==> src/hw/rtl/rfp_pkg.sv <==
package rfp_pkg;

    localparam int PERSIST_COUNT_DEF = 2;

    localparam int ADDR_W = 5;

    // Grid Vd window for the override flag, 1/16 V
    localparam logic signed [15:0] VD_LOW  = 16'sd4000;
    localparam logic signed [15:0] VD_HIGH = 16'sd5920;

    localparam logic [1:0] MODE_CHARGING = 2'd1;
    localparam logic [1:0] MODE_ONGRID   = 2'd2;

    localparam int FPGA_OC_BIT = 2;

    // Fault flag bit positions
    localparam int FLAG_OC_U  = 0;
    localparam int FLAG_OC_V  = 1;
    localparam int FLAG_OC_W  = 2;
    localparam int FLAG_BUS   = 3;
    localparam int FLAG_IMB   = 4;
    localparam int FLAG_FREQ  = 5;
    localparam int FLAG_FPGA  = 6;

    // Capture slots
    localparam int MARK_U    = 0;
    localparam int MARK_V    = 1;
    localparam int MARK_W    = 2;
    localparam int MARK_BUS  = 3;
    localparam int MARK_IMB  = 4;
    localparam int MARK_FREQ = 5;
    localparam int NUM_MARKS = 6;

    typedef enum logic [2:0] {
        REG_OC_LIMIT     = 3'd0,
        REG_SUM_HI_GRID  = 3'd1,
        REG_SUM_LO_GRID  = 3'd2,
        REG_SUM_HI_CHG   = 3'd3,
        REG_SUM_LO_CHG   = 3'd4,
        REG_DELTA_LIMIT  = 3'd5,
        REG_FREQ_HIGH    = 3'd6,
        REG_FREQ_LOW     = 3'd7
    } t_reg_idx;

    localparam logic [14:0] RST_OC_LIMIT    = 15'd6400;
    localparam logic [14:0] RST_SUM_HI_GRID = 15'd12000;
    localparam logic [14:0] RST_SUM_LO_GRID = 15'd10400;
    localparam logic [14:0] RST_SUM_HI_CHG  = 15'd11680;
    localparam logic [14:0] RST_SUM_LO_CHG  = 15'd8320;
    localparam logic [14:0] RST_DELTA_LIMIT = 15'd960;
    localparam logic [15:0] RST_FREQ_HIGH   = 16'd13312;
    localparam logic [15:0] RST_FREQ_LOW    = 16'd12288;

    typedef struct packed {
        logic [14:0] oc_limit;
        logic [14:0] sum_hi_grid;
        logic [14:0] sum_lo_grid;
        logic [14:0] sum_hi_chg;
        logic [14:0] sum_lo_chg;
        logic [14:0] delta_limit;
        logic [15:0] freq_high;
        logic [15:0] freq_low;
    } t_cfg;

    typedef struct packed {
        logic signed [15:0] current_u;
        logic signed [15:0] current_v;
        logic signed [15:0] current_w;
        logic signed [15:0] bus_voltage;
        logic signed [15:0] bus_imbalance;
        logic        [15:0] grid_frequency;
        logic signed [15:0] grid_vd;
        logic        [1:0]  run_mode;
        logic        [7:0]  ext_fault;
        logic               clear_faults;
    } t_item;

    typedef struct packed {
        logic        [6:0]  fault_flags;
        logic signed [15:0] bus_voltage_used;
        logic signed [15:0] bus_imbalance_used;
        logic               grid_override;
        logic signed [15:0] mark_u;
        logic signed [15:0] mark_v;
        logic signed [15:0] mark_w;
        logic signed [15:0] mark_bus;
        logic signed [15:0] mark_imbalance;
        logic        [15:0] mark_frequency;
    } t_result;

endpackage

==> src/hw/rtl/rfp_cfg_regs.sv <==
module rfp_cfg_regs (
    input  logic                       i_clk,
    input  logic                       i_rst_n,
    input  logic                       psel,
    input  logic                       penable,
    input  logic                       pwrite,
    input  logic [rfp_pkg::ADDR_W-1:0] paddr,
    input  logic [31:0]                pwdata,
    output logic [31:0]                prdata,
    output logic                       pready,
    output rfp_pkg::t_cfg              o_cfg
);
    import rfp_pkg::*;

    t_cfg     r_cfg;
    logic     wr_en;
    t_reg_idx idx;

    assign pready = 1'b1;
    assign wr_en  = psel && penable && pwrite;
    assign idx    = t_reg_idx'(paddr[ADDR_W-1:2]);
    assign o_cfg  = r_cfg;

    always_ff @(posedge i_clk) begin
        if (!i_rst_n) begin
            r_cfg.oc_limit    <= RST_OC_LIMIT;
            r_cfg.sum_hi_grid <= RST_SUM_HI_GRID;
            r_cfg.sum_lo_grid <= RST_SUM_LO_GRID;
            r_cfg.sum_hi_chg  <= RST_SUM_HI_CHG;
            r_cfg.sum_lo_chg  <= RST_SUM_LO_CHG;
            r_cfg.delta_limit <= RST_DELTA_LIMIT;
            r_cfg.freq_high   <= RST_FREQ_HIGH;
            r_cfg.freq_low    <= RST_FREQ_LOW;
        end else if (wr_en) begin
            case (idx)
                REG_OC_LIMIT:    r_cfg.oc_limit    <= pwdata[14:0];
                REG_SUM_HI_GRID: r_cfg.sum_hi_grid <= pwdata[14:0];
                REG_SUM_LO_GRID: r_cfg.sum_lo_grid <= pwdata[14:0];
                REG_SUM_HI_CHG:  r_cfg.sum_hi_chg  <= pwdata[14:0];
                REG_SUM_LO_CHG:  r_cfg.sum_lo_chg  <= pwdata[14:0];
                REG_DELTA_LIMIT: r_cfg.delta_limit <= pwdata[14:0];
                REG_FREQ_HIGH:   r_cfg.freq_high   <= pwdata[15:0];
                REG_FREQ_LOW:    r_cfg.freq_low    <= pwdata[15:0];
                default: ;
            endcase
        end
    end

    always_comb begin
        case (idx)
            REG_OC_LIMIT:    prdata = {17'd0, r_cfg.oc_limit};
            REG_SUM_HI_GRID: prdata = {17'd0, r_cfg.sum_hi_grid};
            REG_SUM_LO_GRID: prdata = {17'd0, r_cfg.sum_lo_grid};
            REG_SUM_HI_CHG:  prdata = {17'd0, r_cfg.sum_hi_chg};
            REG_SUM_LO_CHG:  prdata = {17'd0, r_cfg.sum_lo_chg};
            REG_DELTA_LIMIT: prdata = {17'd0, r_cfg.delta_limit};
            REG_FREQ_HIGH:   prdata = {16'd0, r_cfg.freq_high};
            REG_FREQ_LOW:    prdata = {16'd0, r_cfg.freq_low};
            default:         prdata = 32'd0;
        endcase
    end

endmodule

==> src/hw/rtl/rfp_core.sv <==
module rfp_core #(
    parameter int PERSIST_COUNT = rfp_pkg::PERSIST_COUNT_DEF
) (
    input  logic             i_clk,
    input  logic             i_rst_n,
    input  logic             i_adv,
    input  rfp_pkg::t_item   i_item,
    input  rfp_pkg::t_cfg    i_cfg,
    output rfp_pkg::t_result o_result
);
    import rfp_pkg::*;

    localparam logic [3:0] PERSIST = 4'(PERSIST_COUNT);

    function automatic logic [1:0] bump(input logic [1:0] c, input logic fail);
        if (!fail) begin
            return 2'd0;
        end
        return (c == 2'd3) ? 2'd3 : c + 2'd1;
    endfunction

    function automatic logic over_mag(input logic signed [15:0] v,
                                      input logic [14:0] lim);
        logic signed [16:0] ve;
        logic signed [16:0] le;
        ve = {v[15], v};
        le = {2'b00, lim};
        return (ve > le) || (ve < -le);
    endfunction

    logic [1:0]         r_cnt_ph [3];
    logic [1:0]         r_cnt_bus, r_cnt_imb;
    logic signed [15:0] r_good_bus, r_good_imb;
    logic [6:0]         r_sticky;
    logic [15:0]        r_mark [NUM_MARKS];

    logic [1:0]         n_cnt_ph [3];
    logic [1:0]         n_cnt_bus, n_cnt_imb;
    logic signed [15:0] n_good_bus, n_good_imb;
    logic [6:0]         n_sticky;
    logic [15:0]        n_mark [NUM_MARKS];

    logic signed [15:0] cur [3];
    logic signed [15:0] bus1, imb1, bus2, imb2;
    logic signed [16:0] bus_e, hi_e, lo_e;
    logic [14:0]        hi, lo;
    logic               chk_on, sum_fail, imb_fail;

    assign cur[0] = i_item.current_u;
    assign cur[1] = i_item.current_v;
    assign cur[2] = i_item.current_w;

    assign chk_on = (i_item.run_mode == MODE_CHARGING) || (i_item.run_mode == MODE_ONGRID);
    assign hi     = (i_item.run_mode == MODE_ONGRID) ? i_cfg.sum_hi_grid : i_cfg.sum_hi_chg;
    assign lo     = (i_item.run_mode == MODE_ONGRID) ? i_cfg.sum_lo_grid : i_cfg.sum_lo_chg;
    assign bus_e  = {i_item.bus_voltage[15], i_item.bus_voltage};
    assign hi_e   = {2'b00, hi};
    assign lo_e   = {2'b00, lo};

    always_comb begin
        n_sticky = i_item.clear_faults ? 7'd0 : r_sticky;
        for (int k = 0; k < NUM_MARKS; k++) begin
            n_mark[k] = r_mark[k];
        end

        // Phase overcurrent with persistence
        for (int k = 0; k < 3; k++) begin
            n_cnt_ph[k] = bump(r_cnt_ph[k], over_mag(cur[k], i_cfg.oc_limit));
            if ({2'b00, n_cnt_ph[k]} > PERSIST) begin
                n_sticky[FLAG_OC_U + k] = 1'b1;
                n_mark[MARK_U + k]      = cur[k];
            end
        end

        // Bus sum first, then imbalance on what the sum check leaves
        n_cnt_bus  = r_cnt_bus;
        n_cnt_imb  = r_cnt_imb;
        n_good_bus = r_good_bus;
        n_good_imb = r_good_imb;
        bus1       = i_item.bus_voltage;
        imb1       = i_item.bus_imbalance;
        bus2       = i_item.bus_voltage;
        imb2       = i_item.bus_imbalance;
        sum_fail   = (bus_e > hi_e) || (bus_e < lo_e);
        imb_fail   = 1'b0;
        if (chk_on) begin
            n_cnt_bus = bump(r_cnt_bus, sum_fail);
            if (sum_fail) begin
                bus1 = r_good_bus;
                imb1 = r_good_imb;
            end else begin
                n_good_bus = i_item.bus_voltage;
            end
            imb_fail  = over_mag(imb1, i_cfg.delta_limit);
            n_cnt_imb = bump(r_cnt_imb, imb_fail);
            bus2      = bus1;
            imb2      = imb1;
            if (imb_fail) begin
                bus2 = n_good_bus;
                imb2 = r_good_imb;
            end else begin
                n_good_imb = imb1;
            end
        end

        if ({2'b00, n_cnt_bus} > PERSIST) begin
            n_sticky[FLAG_BUS] = 1'b1;
            n_mark[MARK_BUS]   = bus2;
        end
        if ({2'b00, n_cnt_imb} > PERSIST) begin
            n_sticky[FLAG_IMB] = 1'b1;
            n_mark[MARK_IMB]   = imb2;
        end
        if ((i_item.grid_frequency > i_cfg.freq_high) ||
            (i_item.grid_frequency < i_cfg.freq_low)) begin
            n_sticky[FLAG_FREQ] = 1'b1;
            n_mark[MARK_FREQ]   = i_item.grid_frequency;
        end
        if (i_item.ext_fault[FPGA_OC_BIT]) begin
            n_sticky[FLAG_FPGA] = 1'b1;
        end
    end

    always_ff @(posedge i_clk) begin
        if (!i_rst_n) begin
            for (int k = 0; k < 3; k++) begin
                r_cnt_ph[k] <= 2'd0;
            end
            r_cnt_bus  <= 2'd0;
            r_cnt_imb  <= 2'd0;
            r_good_bus <= '0;
            r_good_imb <= '0;
            r_sticky   <= '0;
            for (int k = 0; k < NUM_MARKS; k++) begin
                r_mark[k] <= '0;
            end
        end else if (i_adv) begin
            r_cnt_ph   <= n_cnt_ph;
            r_cnt_bus  <= n_cnt_bus;
            r_cnt_imb  <= n_cnt_imb;
            r_good_bus <= n_good_bus;
            r_good_imb <= n_good_imb;
            r_sticky   <= n_sticky;
            r_mark     <= n_mark;
        end
    end

    assign o_result.fault_flags        = n_sticky;
    assign o_result.bus_voltage_used   = bus2;
    assign o_result.bus_imbalance_used = imb2;
    assign o_result.grid_override      = (i_item.grid_vd < VD_LOW) || (i_item.grid_vd > VD_HIGH);
    assign o_result.mark_u             = n_mark[MARK_U];
    assign o_result.mark_v             = n_mark[MARK_V];
    assign o_result.mark_w             = n_mark[MARK_W];
    assign o_result.mark_bus           = n_mark[MARK_BUS];
    assign o_result.mark_imbalance     = n_mark[MARK_IMB];
    assign o_result.mark_frequency     = n_mark[MARK_FREQ];

endmodule

==> src/hw/rtl/rectifier_fault_protection.sv <==
// Rectifier fault protection: one control tick per input item.
// Input stream (s_axis): one item carries the phase currents, DC bus sum and
// imbalance, grid frequency and Vd, run mode, FPGA fault byte and the clear
// request. Output stream (m_axis): one result item per input item with the
// sticky fault flags, the bus values after last-good substitution, the grid
// override flag and the six captured values.
// Configuration: APB write/read of the eight limit registers at 4*index;
// pready is tied high. Write only while the block is idle.
// Path: an accepted item sits in the input register; its result is loaded
// into the output register once it is free, and is offered from then on.
// Throughput: one item per cycle unless m_axis_tready stalls, set by the single
// check pass from input to output register, which also updates the counters.
// Stall: when m_axis_tready is low the result holds; one more item is taken
// into the input register, then s_axis_tready drops until the result goes.
// Reset (synchronous, active low): both registers empty, counters, last-good
// values, sticky flags and captures zero, limits at their defaults.
module rectifier_fault_protection #(
    parameter int PERSIST_COUNT = rfp_pkg::PERSIST_COUNT_DEF
) (
    input  logic                       i_clk,
    input  logic                       i_rst_n,
    input  logic                       s_axis_tvalid,
    output logic                       s_axis_tready,
    // current_u, current_v, current_w, bus_voltage, bus_imbalance,
    // grid_frequency, grid_vd, run_mode, ext_fault, clear_faults, zero pad
    input  logic [127:0]               s_axis_tdata,
    output logic                       m_axis_tvalid,
    input  logic                       m_axis_tready,
    // fault_flags, bus_voltage_used, bus_imbalance_used, grid_override,
    // mark_u, mark_v, mark_w, mark_bus, mark_imbalance, mark_frequency
    output logic [135:0]               m_axis_tdata,
    input  logic                       psel,
    input  logic                       penable,
    input  logic                       pwrite,
    input  logic [rfp_pkg::ADDR_W-1:0] paddr,
    input  logic [31:0]                pwdata,
    output logic [31:0]                prdata,
    output logic                       pready
);
    import rfp_pkg::*;

    t_cfg    cfg;
    t_item   in_item;
    t_result res;

    logic    r_in_valid, r_out_valid;
    t_item   r_in;
    t_result r_out;
    logic    adv;

    rfp_cfg_regs u_cfg (
        .i_clk   (i_clk),
        .i_rst_n (i_rst_n),
        .psel    (psel),
        .penable (penable),
        .pwrite  (pwrite),
        .paddr   (paddr),
        .pwdata  (pwdata),
        .prdata  (prdata),
        .pready  (pready),
        .o_cfg   (cfg)
    );

    // Unpack the input item, lowest field first
    assign in_item.current_u      = s_axis_tdata[15:0];
    assign in_item.current_v      = s_axis_tdata[31:16];
    assign in_item.current_w      = s_axis_tdata[47:32];
    assign in_item.bus_voltage    = s_axis_tdata[63:48];
    assign in_item.bus_imbalance  = s_axis_tdata[79:64];
    assign in_item.grid_frequency = s_axis_tdata[95:80];
    assign in_item.grid_vd        = s_axis_tdata[111:96];
    assign in_item.run_mode       = s_axis_tdata[113:112];
    assign in_item.ext_fault      = s_axis_tdata[121:114];
    assign in_item.clear_faults   = s_axis_tdata[122];

    // Advance the held item into the output register when that slot frees
    assign adv           = r_in_valid && (!r_out_valid || m_axis_tready);
    assign s_axis_tready = !r_in_valid || adv;

    always_ff @(posedge i_clk) begin
        if (!i_rst_n) begin
            r_in_valid  <= 1'b0;
            r_out_valid <= 1'b0;
        end else begin
            if (s_axis_tready) begin
                r_in_valid <= s_axis_tvalid;
            end
            if (adv) begin
                r_out_valid <= 1'b1;
            end else if (m_axis_tready) begin
                r_out_valid <= 1'b0;
            end
        end
    end

    always_ff @(posedge i_clk) begin
        if (s_axis_tready && s_axis_tvalid) begin
            r_in <= in_item;
        end
        if (adv) begin
            r_out <= res;
        end
    end

    rfp_core #(
        .PERSIST_COUNT (PERSIST_COUNT)
    ) u_core (
        .i_clk    (i_clk),
        .i_rst_n  (i_rst_n),
        .i_adv    (adv),
        .i_item   (r_in),
        .i_cfg    (cfg),
        .o_result (res)
    );

    assign m_axis_tvalid         = r_out_valid;
    assign m_axis_tdata[6:0]     = r_out.fault_flags;
    assign m_axis_tdata[22:7]    = r_out.bus_voltage_used;
    assign m_axis_tdata[38:23]   = r_out.bus_imbalance_used;
    assign m_axis_tdata[39]      = r_out.grid_override;
    assign m_axis_tdata[55:40]   = r_out.mark_u;
    assign m_axis_tdata[71:56]   = r_out.mark_v;
    assign m_axis_tdata[87:72]   = r_out.mark_w;
    assign m_axis_tdata[103:88]  = r_out.mark_bus;
    assign m_axis_tdata[119:104] = r_out.mark_imbalance;
    assign m_axis_tdata[135:120] = r_out.mark_frequency;

endmodule
==> config.mk <==
export PLATFORM = sky130hd
export DESIGN_NAME = rectifier_fault_protection
export DESIGN_NICKNAME = d
export VERILOG_FILES = /design/src/hw/rtl/rfp_pkg.sv /design/src/hw/rtl/rfp_cfg_regs.sv /design/src/hw/rtl/rfp_core.sv /design/src/hw/rtl/rectifier_fault_protection.sv
export SDC_FILE = /design/constraint.sdc
export NUM_CORES = 1
export LEC_CHECK = 0
export BUFFER_PORTS_ARGS = -buffer_cell sky130_fd_sc_hd__buf_2
export CORE_MARGIN = 2
export CORE_UTILIZATION = 55
export CTS_CLUSTER_SIZE = 30
export DETAILED_ROUTE_END_ITERATION = 16
export PLACE_DENSITY = 0.76
export SYNTH_ARGS = -nofsm -noshare
export SYNTH_HDL_FRONTEND = slang
export SYNTH_HIERARCHICAL = 1
export SYNTH_SLANG_ARGS = --single-unit
==> constraint.sdc <==
create_clock -name i_clk -period 11.35 [get_ports i_clk]
set_input_delay 0.5675 -clock i_clk [delete_from_list [all_inputs] [get_ports i_clk]]
set_output_delay 0.5675 -clock i_clk [all_outputs]
set_load 0.005 [all_outputs]
==> impl_metrics.json <==
{
  "status": "finished clean",
  "cts_setup_buffers": 0,
  "core_mm2": 0.0474,
  "setup_tns_ns": 0,
  "min_period_ns": 7.46,
  "critPathMaxFanout": 30,
  "wl_met2_mm": 36.3,
  "rows": 80,
  "maxSlewHeadroom": 0.207,
  "cpLargestDelayFamily": "simple AND/OR/NAND/NOR gates",
  "end_kind": "register",
  "crit_arrival_ns": 7.82,
  "slew_viol_final": 0,
  "synth_area_per_cell_um2": 10.5,
  "worst_setup_path_start_kind": "register",
  "dpl_worst_slack_ns": 4.04,
  "cap_violations": 0,
  "clock-sinks": 521,
  "p_leak_nw": 12.6,
  "critical_path.slowest_cell": "ha_2",
  "postCtsResizedCells": 0,
  "dr.first_iter.drc_count": 2057,
  "slowest_delay_ns": 0.93,
  "dieArea_mm2": 0.0495,
  "wl_met3_mm": 5.63,
  "grt_pass1_vias": 19800,
  "finalSetupViolCount": 0,
  "postSynthCellCount": 2497,
  "skew_ns": 0.0196,
  "fillers": 3777,
  "vias": 20200,
  "viasPerCell": 5.95,
  "drt-met1-wl_mm": 31.2,
  "routed.top_layer": "met5",
  "io_pins": 343,
  "place_congestion": 0.931,
  "clkLatencyLatePin_ns": 0.62,
  "grt_max_degree": 75,
  "gr-usage-all-layers": 0.297,
  "antenna_found_initial": 6,
  "yosysWarnings": 6,
  "drt_first_pass_iters": 6,
  "drive_gt1_frac": 0.207,
  "gr-total-overflow": 0,
  "worst_path_most_repeated_cell": "nand4_1",
  "rsz0062_at_grt": "false",
  "grt_pass1_wl_mm": 114,
  "syn-cell-area_mm2": 0.0263,
  "finalNonFillerCells": 3396,
  "die_y_um": 222,
  "ir_drop_uv": 116,
  "io_buffers": 295,
  "syn_to_final_growth_pct": 13.5,
  "crit_required_ns": 11.72,
  "criticalPathCategory": "register to register",
  "finalHoldViolCount": 0,
  "fmax_mhz": 134,
  "tightest_slew_ns": 1.19,
  "dp.cells": 3291,
  "cts_hold_buffers": 0,
  "wirelength_mm": 75.5,
  "die_width_um": 222,
  "clkTransAtPathRegs_ns": 0.06,
  "cts_buffers": 54,
  "hold_class": "input port to register",
  "timing.final.ws_setup_ns": 3.89,
  "h-tree-depth": 2,
  "final.period_utilization": 0.657,
  "crit_buf_inv": 1,
  "cts_tree": "done",
  "wl_per_cell_um": 22.2,
  "cts_root_buffer": "clkbuf_16",
  "cp_cell_sequence": "inv_1, ha_2, mux2i_1, ha_1, nand4_1, or3_4, nor2_4, or3_1, nand3_2, nand2_1, nand2_1, ha_1, nand4_1, nor2_1, nand4_1, or3_1, nor4_1, a211oi_1, o211ai_2, nand3_2, and2_4, a21oi_4, mux2_2",
  "initial_utilization": 0.553,
  "layout.nets": 3087,
  "pwr_density_cell_mw_per_mm2": 146,
  "drc_errors": 0,
  "place_hpwl_mm": 53.5,
  "antenna_left": 0,
  "cts_buffer_depth": 3
}
flip-flops by register name (all words and copies together) (netlist names):
name and cells:
u_core/r_cnt_bus 2, r_in 116, u_cfg/o_cfg 122, u_core/r_cnt_ph 6
m_axis_tdata 136, r_in_valid 1, m_axis_tvalid 1, u_core/r_good_bus 16
u_core/r_good_imb 16, u_core/r_mark 96, u_core/r_sticky 7, u_core/r_cnt_imb 2
cell usage in the layout (no fill, tap or decap), types with 17 or more instances in the layout:
cell type / n
nand2_1: 357
buf_2: 294
dfxtp_1: 269
edfxtp_1: 252
ha_1: 182
nor2_1: 172
mux2i_1: 110
inv_1: 108
a21oi_1: 105
mux2_2: 105
a21boi_1: 88
o21ai_0: 60
clkbuf_16: 59
a21o_1: 49
nand3_1: 46
nor3_1: 36
nand2b_1: 33
a221oi_1: 25
o21a_1: 24
nand4_1: 24
buf_4: 23
xnor2_1: 22
nor4_1: 19
conb_1: 17
stage by stage:
step	util	instance area [µm²]	total power [mW]	hold slack, ns
after global placement	0.589	28000	2.54	0.437
after global routing	0.628	29800	4.49	0.0979
final	0.628	29800	4.35	0.118
after CTS	0.628	29800	4.37	0.0882
after detailed placement	0.589	28000	2.56	0.443
after floorplan	-	26300	2.42	0.433
cell type report:
type / count / area (µm²) / share of cell area
clock buffer: 76 / 1600 / 0.0537
clock inverter: 26 / 241 / 0.00810
multi-input combinational: 1728 / 12200 / 0.408
inverter: 110 / 414 / 0.0139
tap: 615 / 769 / 0.0258
sequential: 521 / 13000 / 0.435
timing repair buffer: 317 / 1640 / 0.0552
antenna: 3 / 7.51 / 0.000252
report_power, final:
group          total [mW]  internal (mW)  leakage [nW]  switching [mW]
combinational       0.434          0.170          7.08           0.264
sequential           2.10           2.04          4.62          0.0535
clock                1.82           1.06         0.906           0.762
routing by layer:
layer | vias to the layer above | GRT usage
met1 | 9771 | 0.392
met2 | 858 | 0.497
met4 | 4 | 0.102
met5 | - | 0
met3 | 155 | 0.0500
li1 | 9421 | -
path summary, 6_finish.rpt:
kind	to	depth (start not counted)	slack, ns	start
worst min register to register	u_core/r_good_bus[6]	2	0.45	u_core/r_good_bus[6]
worst min-delay path	r_in[50]	1	0.12	s_axis_tdata[71]
worst max-delay path	m_axis_tdata[24]	23	3.89	r_in[9]
worst max register to register	m_axis_tdata[24]	23	3.89	r_in[9]
No activity file was read; power rests on OpenSTA's default activity.
